===== src/hdl/fds_pkg.sv =====
// shared types and codes for the forth data stack
// no dependencies
`timescale 1ns / 1ps
`default_nettype none

package fds_pkg;

  localparam int ACT_W = 3;
  localparam int ST_W  = 2;

  localparam logic [ACT_W-1:0] ACT_PUSH = 3'd0;
  localparam logic [ACT_W-1:0] ACT_POP  = 3'd1;
  localparam logic [ACT_W-1:0] ACT_PEEK = 3'd2;
  localparam logic [ACT_W-1:0] ACT_DUP  = 3'd3;
  localparam logic [ACT_W-1:0] ACT_DROP = 3'd4;
  localparam logic [ACT_W-1:0] ACT_SWAP = 3'd5;
  localparam logic [ACT_W-1:0] ACT_OVER = 3'd6;

  localparam logic [ST_W-1:0] ST_OK    = 2'd0;
  localparam logic [ST_W-1:0] ST_UNDER = 2'd1;
  localparam logic [ST_W-1:0] ST_OVER  = 2'd2;

  // controller to datapath
  typedef struct packed {
    logic latch_in;
    logic exec;
    logic rd1;
    logic rd2;
    logic wr2;
    logic load_out;
  } fds_cmd_t;

  // datapath to controller
  typedef struct packed {
    logic needs_read;
    logic is_swap;
    logic out_free;
  } fds_sts_t;

endpackage

`default_nettype wire


===== src/hdl/fds_if.sv =====
// request and result channel interfaces for the forth data stack
// depends on fds_pkg
`timescale 1ns / 1ps
`default_nettype none

interface fds_in_if #(
  parameter int VALUE_WIDTH = 32
);
  import fds_pkg::*;

  logic                   valid;
  logic                   ready;
  logic [ACT_W-1:0]       action;
  logic [VALUE_WIDTH-1:0] push_value;

  modport source (output valid, output action, output push_value, input ready);
  modport sink (input valid, input action, input push_value, output ready);
endinterface

interface fds_out_if #(
  parameter int VALUE_WIDTH = 32,
  parameter int DEPTH_WIDTH = 7
);
  import fds_pkg::*;

  logic                   valid;
  logic                   ready;
  logic [VALUE_WIDTH-1:0] read_value;
  logic [ST_W-1:0]        status;
  logic [DEPTH_WIDTH-1:0] depth;

  modport source (output valid, output read_value, output status, output depth, input ready);
  modport sink (input valid, input read_value, input status, input depth, output ready);
endinterface

`default_nettype wire


===== src/hdl/fds_ctrl.sv =====
// sequencing state machine for the forth data stack
// depends on fds_pkg
`timescale 1ns / 1ps
`default_nettype none

module fds_ctrl (
  input  logic             clk,
  input  logic             rst_n,
  input  logic             in_valid,
  output logic             in_ready,
  input  fds_pkg::fds_sts_t sts,
  output fds_pkg::fds_cmd_t cmd
);
  import fds_pkg::*;

  localparam logic [2:0] S_IDLE = 3'd0;
  localparam logic [2:0] S_EXEC = 3'd1;
  localparam logic [2:0] S_RD1  = 3'd2;
  localparam logic [2:0] S_RD2  = 3'd3;
  localparam logic [2:0] S_WR2  = 3'd4;
  localparam logic [2:0] S_DONE = 3'd5;

  logic [2:0] state_r;
  logic [2:0] state_nxt;

  always_comb begin
    state_nxt = state_r;
    unique case (state_r)
      S_IDLE: begin
        if (in_valid) begin
          state_nxt = S_EXEC;
        end
      end
      S_EXEC: begin
        state_nxt = sts.needs_read ? S_RD1 : S_DONE;
      end
      S_RD1: begin
        state_nxt = sts.is_swap ? S_RD2 : S_DONE;
      end
      S_RD2: begin
        state_nxt = S_WR2;
      end
      S_WR2: begin
        state_nxt = S_DONE;
      end
      S_DONE: begin
        if (sts.out_free) begin
          state_nxt = S_IDLE;
        end
      end
      default: begin
        state_nxt = S_IDLE;
      end
    endcase
  end

  always_ff @(posedge clk) begin
    if (!rst_n) begin
      state_r <= S_IDLE;
    end else begin
      state_r <= state_nxt;
    end
  end

  assign in_ready     = (state_r == S_IDLE);
  assign cmd.latch_in = (state_r == S_IDLE) && in_valid;
  assign cmd.exec     = (state_r == S_EXEC);
  assign cmd.rd1      = (state_r == S_RD1);
  assign cmd.rd2      = (state_r == S_RD2);
  assign cmd.wr2      = (state_r == S_WR2);
  assign cmd.load_out = (state_r == S_DONE) && sts.out_free;

endmodule

`default_nettype wire


===== src/hdl/fds_datapath.sv =====
// stack memory, entry count, request latch and result register
// depends on fds_pkg
`timescale 1ns / 1ps
`default_nettype none

module fds_datapath #(
  parameter  int STACK_DEPTH = 64,
  parameter  int VALUE_WIDTH = 32,
  localparam int ADDR_W      = $clog2(STACK_DEPTH),
  localparam int CNT_W       = $clog2(STACK_DEPTH + 1)
) (
  input  logic                     clk,
  input  logic                     rst_n,
  input  fds_pkg::fds_cmd_t        cmd,
  output fds_pkg::fds_sts_t        sts,
  input  logic [fds_pkg::ACT_W-1:0] in_action,
  input  logic [VALUE_WIDTH-1:0]   in_push_value,
  output logic                     out_valid,
  input  logic                     out_ready,
  output logic [VALUE_WIDTH-1:0]   out_read_value,
  output logic [fds_pkg::ST_W-1:0] out_status,
  output logic [CNT_W-1:0]         out_depth
);
  import fds_pkg::*;

  logic [VALUE_WIDTH-1:0] mem [STACK_DEPTH];
  logic [VALUE_WIDTH-1:0] rd_data_r;

  logic [ACT_W-1:0]       act_r;
  logic [VALUE_WIDTH-1:0] pv_r;
  logic [CNT_W-1:0]       count_r, count_nxt;
  logic [VALUE_WIDTH-1:0] swap_r, swap_nxt;
  logic [VALUE_WIDTH-1:0] res_val_r, res_val_nxt;
  logic [ST_W-1:0]        res_st_r, res_st_nxt;

  logic                   out_valid_r;
  logic [VALUE_WIDTH-1:0] out_val_r;
  logic [ST_W-1:0]        out_st_r;
  logic [CNT_W-1:0]       out_depth_r;

  logic [CNT_W-1:0]       cnt_m1, cnt_m2;
  logic [ADDR_W-1:0]      addr_new, addr_top, addr_sec;
  logic                   empty, lt2, full;
  logic [ST_W-1:0]        st_chk;

  logic                   we;
  logic [ADDR_W-1:0]      waddr, raddr;
  logic [VALUE_WIDTH-1:0] wdata;

  assign cnt_m1   = count_r - CNT_W'(1);
  assign cnt_m2   = count_r - CNT_W'(2);
  assign addr_new = count_r[ADDR_W-1:0];
  assign addr_top = cnt_m1[ADDR_W-1:0];
  assign addr_sec = cnt_m2[ADDR_W-1:0];

  assign empty = (count_r == '0);
  assign lt2   = (count_r < CNT_W'(2));
  assign full  = (count_r == CNT_W'(STACK_DEPTH));

  // underflow wins over overflow
  always_comb begin
    st_chk = ST_OK;
    unique case (act_r)
      ACT_PUSH: begin
        if (full) st_chk = ST_OVER;
      end
      ACT_POP, ACT_PEEK, ACT_DROP: begin
        if (empty) st_chk = ST_UNDER;
      end
      ACT_DUP: begin
        if (empty) st_chk = ST_UNDER;
        else if (full) st_chk = ST_OVER;
      end
      ACT_SWAP: begin
        if (lt2) st_chk = ST_UNDER;
      end
      ACT_OVER: begin
        if (lt2) st_chk = ST_UNDER;
        else if (full) st_chk = ST_OVER;
      end
      default: begin
        st_chk = ST_OK;
      end
    endcase
  end

  assign sts.needs_read = (st_chk == ST_OK) &&
                          (act_r == ACT_POP || act_r == ACT_PEEK || act_r == ACT_DUP ||
                           act_r == ACT_SWAP || act_r == ACT_OVER);
  assign sts.is_swap    = (act_r == ACT_SWAP);
  assign sts.out_free   = !out_valid_r || out_ready;

  always_comb begin
    count_nxt   = count_r;
    swap_nxt    = swap_r;
    res_val_nxt = res_val_r;
    res_st_nxt  = res_st_r;
    we          = 1'b0;
    waddr       = addr_new;
    wdata       = pv_r;
    raddr       = addr_top;

    if (cmd.exec) begin
      res_st_nxt  = st_chk;
      res_val_nxt = '0;
      if (st_chk == ST_OK) begin
        unique case (act_r)
          ACT_PUSH: begin
            we        = 1'b1;
            count_nxt = count_r + CNT_W'(1);
          end
          ACT_DROP: begin
            count_nxt = cnt_m1;
          end
          ACT_OVER: begin
            raddr = addr_sec;
          end
          default: begin
            raddr = addr_top;
          end
        endcase
      end
    end

    if (cmd.rd1) begin
      unique case (act_r)
        ACT_POP: begin
          res_val_nxt = rd_data_r;
          count_nxt   = cnt_m1;
        end
        ACT_PEEK: begin
          res_val_nxt = rd_data_r;
        end
        ACT_DUP, ACT_OVER: begin
          res_val_nxt = rd_data_r;
          we          = 1'b1;
          waddr       = addr_new;
          wdata       = rd_data_r;
          count_nxt   = count_r + CNT_W'(1);
        end
        ACT_SWAP: begin
          swap_nxt = rd_data_r;
          raddr    = addr_sec;
        end
        default: begin
          res_val_nxt = res_val_r;
        end
      endcase
    end

    // swap: second entry goes on top, then old top goes below
    if (cmd.rd2) begin
      we    = 1'b1;
      waddr = addr_top;
      wdata = rd_data_r;
    end

    if (cmd.wr2) begin
      we    = 1'b1;
      waddr = addr_sec;
      wdata = swap_r;
    end
  end

  always_ff @(posedge clk) begin
    if (we) begin
      mem[waddr] <= wdata;
    end
    rd_data_r <= mem[raddr];
  end

  always_ff @(posedge clk) begin
    if (cmd.latch_in) begin
      act_r <= in_action;
      pv_r  <= in_push_value;
    end
    swap_r    <= swap_nxt;
    res_val_r <= res_val_nxt;
    res_st_r  <= res_st_nxt;
    if (cmd.load_out) begin
      out_val_r   <= res_val_r;
      out_st_r    <= res_st_r;
      out_depth_r <= count_r;
    end
  end

  always_ff @(posedge clk) begin
    if (!rst_n) begin
      count_r     <= '0;
      out_valid_r <= 1'b0;
    end else begin
      count_r <= count_nxt;
      if (cmd.load_out) begin
        out_valid_r <= 1'b1;
      end else if (out_ready) begin
        out_valid_r <= 1'b0;
      end
    end
  end

  assign out_valid      = out_valid_r;
  assign out_read_value = out_val_r;
  assign out_status     = out_st_r;
  assign out_depth      = out_depth_r;

endmodule

`default_nettype wire


===== src/hdl/forth_data_stack_top.sv =====
// forth data stack top level: push, pop, peek, dup, drop, swap, over
// depends on fds_pkg, fds_if, fds_ctrl and fds_datapath
//
// in_ch carries one request: action code and push value. out_ch returns one
// result per request: read value, status (ok, underflow, overflow) and the
// depth after the action. Both channels use valid/ready; a transfer happens
// on a rising edge with valid and ready high.
// One request is worked on at a time. After acceptance the controller runs
// EXEC, DONE for push, drop, failed and unused actions; EXEC, RD1, DONE for
// pop, peek, dup and over; EXEC, RD1, RD2, WR2, DONE for swap. The result is
// registered as DONE is left and the controller returns to idle to take a
// new request. The sequence is set by the stack memory with one registered
// read and one write per cycle: swap reads and rewrites two entries in turn.
// The output register lets a new request be accepted while the previous
// result waits; a stalled receiver holds the next result in the
// controller's final state until the output register frees.
// Synchronous reset empties the stack and drops any pending result; stack
// entries keep whatever they held and are never read before being written.
`timescale 1ns / 1ps
`default_nettype none

module forth_data_stack_top #(
  parameter int STACK_DEPTH = 64,
  parameter int VALUE_WIDTH = 32
) (
  input  logic     clk,
  input  logic     rst_n,
  fds_in_if.sink   in_ch,
  fds_out_if.source out_ch
);
  import fds_pkg::*;

  fds_cmd_t cmd;
  fds_sts_t sts;

  fds_ctrl u_ctrl (
    .clk      (clk),
    .rst_n    (rst_n),
    .in_valid (in_ch.valid),
    .in_ready (in_ch.ready),
    .sts      (sts),
    .cmd      (cmd)
  );

  fds_datapath #(
    .STACK_DEPTH (STACK_DEPTH),
    .VALUE_WIDTH (VALUE_WIDTH)
  ) u_datapath (
    .clk            (clk),
    .rst_n          (rst_n),
    .cmd            (cmd),
    .sts            (sts),
    .in_action      (in_ch.action),
    .in_push_value  (in_ch.push_value),
    .out_valid      (out_ch.valid),
    .out_ready      (out_ch.ready),
    .out_read_value (out_ch.read_value),
    .out_status     (out_ch.status),
    .out_depth      (out_ch.depth)
  );

endmodule

`default_nettype wire


===== src/flat_wrapper.sv =====
// flat-port wrapper written by rule: the top's interface ports become plain ports
module forth_data_stack_top_flat import fds_pkg::*;
#(
  parameter int STACK_DEPTH = 64,
  parameter int VALUE_WIDTH = 32
)
  (clk, rst_n, in_ch_valid, in_ch_action, in_ch_push_value, in_ch_ready, out_ch_valid, out_ch_read_value, out_ch_status, out_ch_depth, out_ch_ready);
  fds_in_if #(.VALUE_WIDTH(VALUE_WIDTH)) in_ch_i ();
  fds_out_if #(.VALUE_WIDTH(VALUE_WIDTH)) out_ch_i ();
  input  logic clk;
  input  logic rst_n;
  input wire logic [$bits(in_ch_i.valid)-1:0] in_ch_valid;
  input wire logic [$bits(in_ch_i.action)-1:0] in_ch_action;
  input wire logic [$bits(in_ch_i.push_value)-1:0] in_ch_push_value;
  output wire logic [$bits(in_ch_i.ready)-1:0] in_ch_ready;
  output wire logic [$bits(out_ch_i.valid)-1:0] out_ch_valid;
  output wire logic [$bits(out_ch_i.read_value)-1:0] out_ch_read_value;
  output wire logic [$bits(out_ch_i.status)-1:0] out_ch_status;
  output wire logic [$bits(out_ch_i.depth)-1:0] out_ch_depth;
  input wire logic [$bits(out_ch_i.ready)-1:0] out_ch_ready;
  assign in_ch_i.valid = in_ch_valid;
  assign in_ch_i.action = in_ch_action;
  assign in_ch_i.push_value = in_ch_push_value;
  assign in_ch_ready = in_ch_i.ready;
  assign out_ch_valid = out_ch_i.valid;
  assign out_ch_read_value = out_ch_i.read_value;
  assign out_ch_status = out_ch_i.status;
  assign out_ch_depth = out_ch_i.depth;
  assign out_ch_i.ready = out_ch_ready;
  forth_data_stack_top #(.STACK_DEPTH(STACK_DEPTH), .VALUE_WIDTH(VALUE_WIDTH)) u_core (.clk(clk), .rst_n(rst_n), .in_ch(in_ch_i), .out_ch(out_ch_i));
endmodule

===== config.mk =====
export PLATFORM = sky130hd
export DESIGN_NAME = forth_data_stack_top_flat
export DESIGN_NICKNAME = d
export VERILOG_FILES = /design/src/hdl/fds_pkg.sv /design/src/hdl/fds_if.sv /design/src/hdl/fds_ctrl.sv /design/src/hdl/fds_datapath.sv /design/src/hdl/forth_data_stack_top.sv /design/src/flat_wrapper.sv
export SDC_FILE = /design/constraint.sdc
export NUM_CORES = 2
export LEC_CHECK = 0
export BUFFER_PORTS_ARGS = -buffer_cell sky130_fd_sc_hd__buf_2
export CAP_MARGIN = 20
export CELL_PAD_IN_SITES_DETAIL_PLACEMENT = 1
export CELL_PAD_IN_SITES_GLOBAL_PLACEMENT = 1
export CORE_UTILIZATION = 45
export CTS_BUF_LIST = sky130_fd_sc_hd__clkbuf_8 sky130_fd_sc_hd__clkbuf_16
export CTS_CLUSTER_SIZE = 14
export DETAILED_ROUTE_END_ITERATION = 10
export GPL_TIMING_DRIVEN = 0
export PLACE_DENSITY_LB_ADDON = 0.1
export SLEW_MARGIN = 20
export SYNTH_ARGS = -nofsm -noshare
export SYNTH_HDL_FRONTEND = slang
export SYNTH_SLANG_ARGS = --single-unit

===== constraint.sdc =====
create_clock -name clk -period 7.5 [get_ports clk]
set_input_delay 0.75 -clock clk [delete_from_list [all_inputs] [get_ports clk]]
set_output_delay 0.75 -clock clk [all_outputs]
set_load 0.01 [all_outputs]

==> impl_results.md <==
* Slew HR at 0.109
* Final Hold Vio Count at 0
* # DRC at 0
* Clock Pin Slew Worst Setup and Hold Paths at approximately 0.06 ns
* Vias at around 62000
* Yosys warning count at 0
* Starting Density at 0.454
* IO Pins at 82
* Outcome: finished with violations
* Layout cells sized above 1 at 0.194
* Failing checks: negative setup slack
* Worst-Skew Late Latency at roughly 0.90 ns
* Crit-path most repeated cell: clkbuf_1
* Avg Inst Size Synth at 16.3 µm²
* Post-synth cell types at 88
* Fillers at around 18000
* Multi-input gate area at roughly 21000 µm²
* Fmax at approximately 0.13 GHz
* Power after layout at about 33 mW
* Gr busiest metal: met2
* Area grow syn2layout at 19.9%
* Core Region at 195000 µm²
* Slew Limit Fails at 0
* Crit-path slowest cell: nand2_1
* Grt met3 use at 0.109
* GR Util met1 at 0.517
* Clock Skew at 0.0553 ns
* Synth async-reset ratio at 0
* Worst setup startpoint: u_core.u_datapath.count_r[0]
* Setup_tns at -11.62 ns
* Crit path max fanout at 19
* LEAKAGE at around 33 nW
* GP Congestion at 0.937
* Worst EP arrival at 8.49 ns
* HPWL after detailed placement at between 200000 and 300000 µm
* Post-synthesis register bit count at 2233
* Worst-Margin Slew at 1.34 ns
* Critical Path Start Type: flip-flop
* First-pass GRT wire length at roughly 520000 µm
* Htree depth at 4
* Dpl cell area at 98800 µm²
* FF/Latch Area at 66600 µm²
* Final period demand of the worst path at 7.74 ns
* M2 GR Usage at 0.558
* Largest stage delay, worst path at 1.13 ns
* Part of the cycle the worst path needs at 1.03
* Gr usage total at 0.389
* Pin count of the biggest net entering global routing at 35
* Initial drt markers at 11296
* Chip Height at 446 µm
* Peak VDD IR at 0.000302 V
* Seq/Total Area, Yosys at 0.750
* Initial antenna violation count at 44
* Global route overflow at 0
* Antenna-violating nets left at 0
* Crit-path leading delay family: buffers and inverters
* Final wirelength at approximately 400000 µm
* Pwr Density at slightly above 300 nW/µm²
* Number of detailed-route iterations in the first pass at 8
* Hold path startpoint: in_ch_push_value[31]
* Final #Nets at roughly 6000
* Post-synth top flop: edfxtp_1
* Routed wire per std cell at 44.1 µm
* PortBufs at 81
* Post-Syn Instances at roughly 5500
* Rows at about 160
* Max-cap viol count at 0
* Overall die width at 446 µm
* Crit Path Category: reg2reg
* Setup slack after layout at -0.235 ns
* Synth Net Count at 5496
* Worst-path cell chain: clkinv_1 -> clkbuf_2 -> ha_1 -> clkbuf_1 -> nand3_1 -> nor3_2 -> buf_4 -> o21ai_1 -> xor2_2 -> clkbuf_1 -> nand2_1 -> o21ai_0 -> a211o_1
* Post-layout instance area at 106000 µm²
* CTS root buf: clkbuf_16
* Total CTS buffers at between 200 and 250
* Buffer and inverter count on the worst path at 5
* Hold WC Path Type: in2reg
* Req. time, crit path at about 8.3 ns
* Pre-CTS setup slack at -1.18 ns
* Worst setup EP type: flip-flop
* Vias in the first global route at roughly 60000
* CTS tree: done
* Util after Layout at 0.545
* Final setup viols at approximately 160
* RR Startpoint: u_core.u_datapath.count_r[0]
* Mapped Area at approximately 89000 µm²
* Post-synth EDFFs at 2190
* Avg Vias per Cell at 6.98
* Clk sinks at 2233
* Clk buf depth at 3
* Die ar. at 199000 µm²
## layout make-up
cell class	count	share of cell area
clock inverters	195	0.0124
well taps	2624	0.0309
repair buffers	339	0.0554
clock buffers	239	0.0559
inverters	17	0.000600
flip-flops and latches	2233	0.626
multi-input cells	2793	0.200
plain buffers	406	0.0186
diodes	30	0.000705
## sequential cells by signal, summed over array words and instances, names as in the netlist
register and cells:
u_core.u_datapath.count_r 7, u_core.u_datapath.act_r 3, u_core.u_ctrl.state_r 3, u_core.u_datapath.res_st_r 2
u_core.u_datapath.mem 2048, u_core.u_datapath.out_depth 7, u_core.u_datapath.res_val_r 32, u_core.u_datapath.swap_r 32
u_core.u_datapath.out_status 2, u_core.u_datapath.out_valid 1, u_core.u_datapath.out_read_value 32, u_core.u_datapath.pv_r 32
u_core.u_datapath.rd_data_r 32
## metal layers
metal | up-vias | wire length (µm) | share of wire
met5 | - | 512 | 0.0013
met4 | 28 | 31500 | 0.080
met3 | 1088 | 50800 | 0.13
met2 | 4930 | 166000 | 0.42
met1 | 32205 | 143000 | 0.37
li1 | 23698 | - | -
## cells in the mapped netlist, types with 13 or more instances
library cell / count / area [µm²]
a22oi_1: 17 / 128
a31oi_1: 47 / 294
buf_4: 35 / 263
nand4_1: 23 / 144
and3_1: 16 / 100
buf_1: 38 / 143
a32oi_1: 19 / 166
nor3_1: 110 / 551
nor2_1: 188 / 706
a221o_1: 13 / 130
a2111oi_0: 18 / 158
buf_2: 147 / 736
a211o_1: 18 / 158
nor2b_1: 21 / 131
nor4_1: 21 / 131
mux2_2: 21 / 236
o22a_1: 15 / 131
o221ai_1: 249 / 2180
nand3b_1: 41 / 308
o2111ai_1: 15 / 131
a211oi_1: 42 / 315
a221oi_1: 31 / 272
clkbuf_1: 182 / 683
o311ai_0: 33 / 289
inv_1: 14 / 52.6
nand2_1: 385 / 1450
mux4_2: 139 / 3130
mux2i_1: 212 / 2120
dfxtp_1: 43 / 861
and2_1: 13 / 81.3
nand3_1: 86 / 430
edfxtp_1: 2190 / 65800
o21ai_0: 230 / 1150
o22ai_1: 452 / 2830
a21oi_1: 108 / 541
## repair_timing
action                      CTS  global route
setup endpoints to repair  1935           195
setup buffers                 0            26
gates resized for setup      15            23
hold buffers                  0             0
pin swaps                     0            14
## placed cells by master, fill, tap and decap left out, types with 86 or more instances in the layout
master and instances:
a21oi_1 108, buf_16 122, buf_12 87, nor3_1 106
o22ai_1 450, clkbuf_16 236, mux2i_1 211, o221ai_1 249
buf_2 240, nand2_1 385, edfxtp_1 2190, clkbuf_1 146
o21ai_0 196, nor2_1 123, nand3_1 86, mux4_2 139
## cell families after synthesis
kind of cell,count (synthesis),synth area share
AND/OR/NAND/NOR,965,0.0508
buffers and inverters,426,0.0222
flip-flops,2233,0.750
multiplexers,374,0.0622
AO/OA/AOI/OAI,1426,0.111
XOR/XNOR,23,0.00227
adder cells (fa/ha/maj),5,0.000705
## metrics by stage
stage	std cells	hold WS, ns
global route	8861	0.0218
detailed placement	8389	0.414
floorplan	5452	0.400
finish	8876	0.0296
CTS	8821	0.00321
global placement	8157	0.401
## path summary, 6_finish.rpt
kind / to / slack [ns] / cells after the start
setup / recovery: u_core.u_datapath.rd_data_r[26] / -0.24 / 13
hold / removal: u_core.u_datapath.pv_r[31] / 0.03 / 1
setup reg to reg: u_core.u_datapath.rd_data_r[26] / -0.24 / 13
hold reg to reg: u_core.u_datapath.out_depth[4] / 0.43 / 0
## power breakdown
part | internal [mW] | switching (mW) | leakage, nW | total (mW)
logic | 1.78 | 5.33 | 9.45 | 7.11
clock network | 6.18 | 5.04 | 3.80 | 11.2
registers | 14.7 | 0.167 | 20.2 | 14.8
total | 22.6 | 10.5 | 33.5 | 33.2
Note: power is estimated with default switching activity, not from simulation.
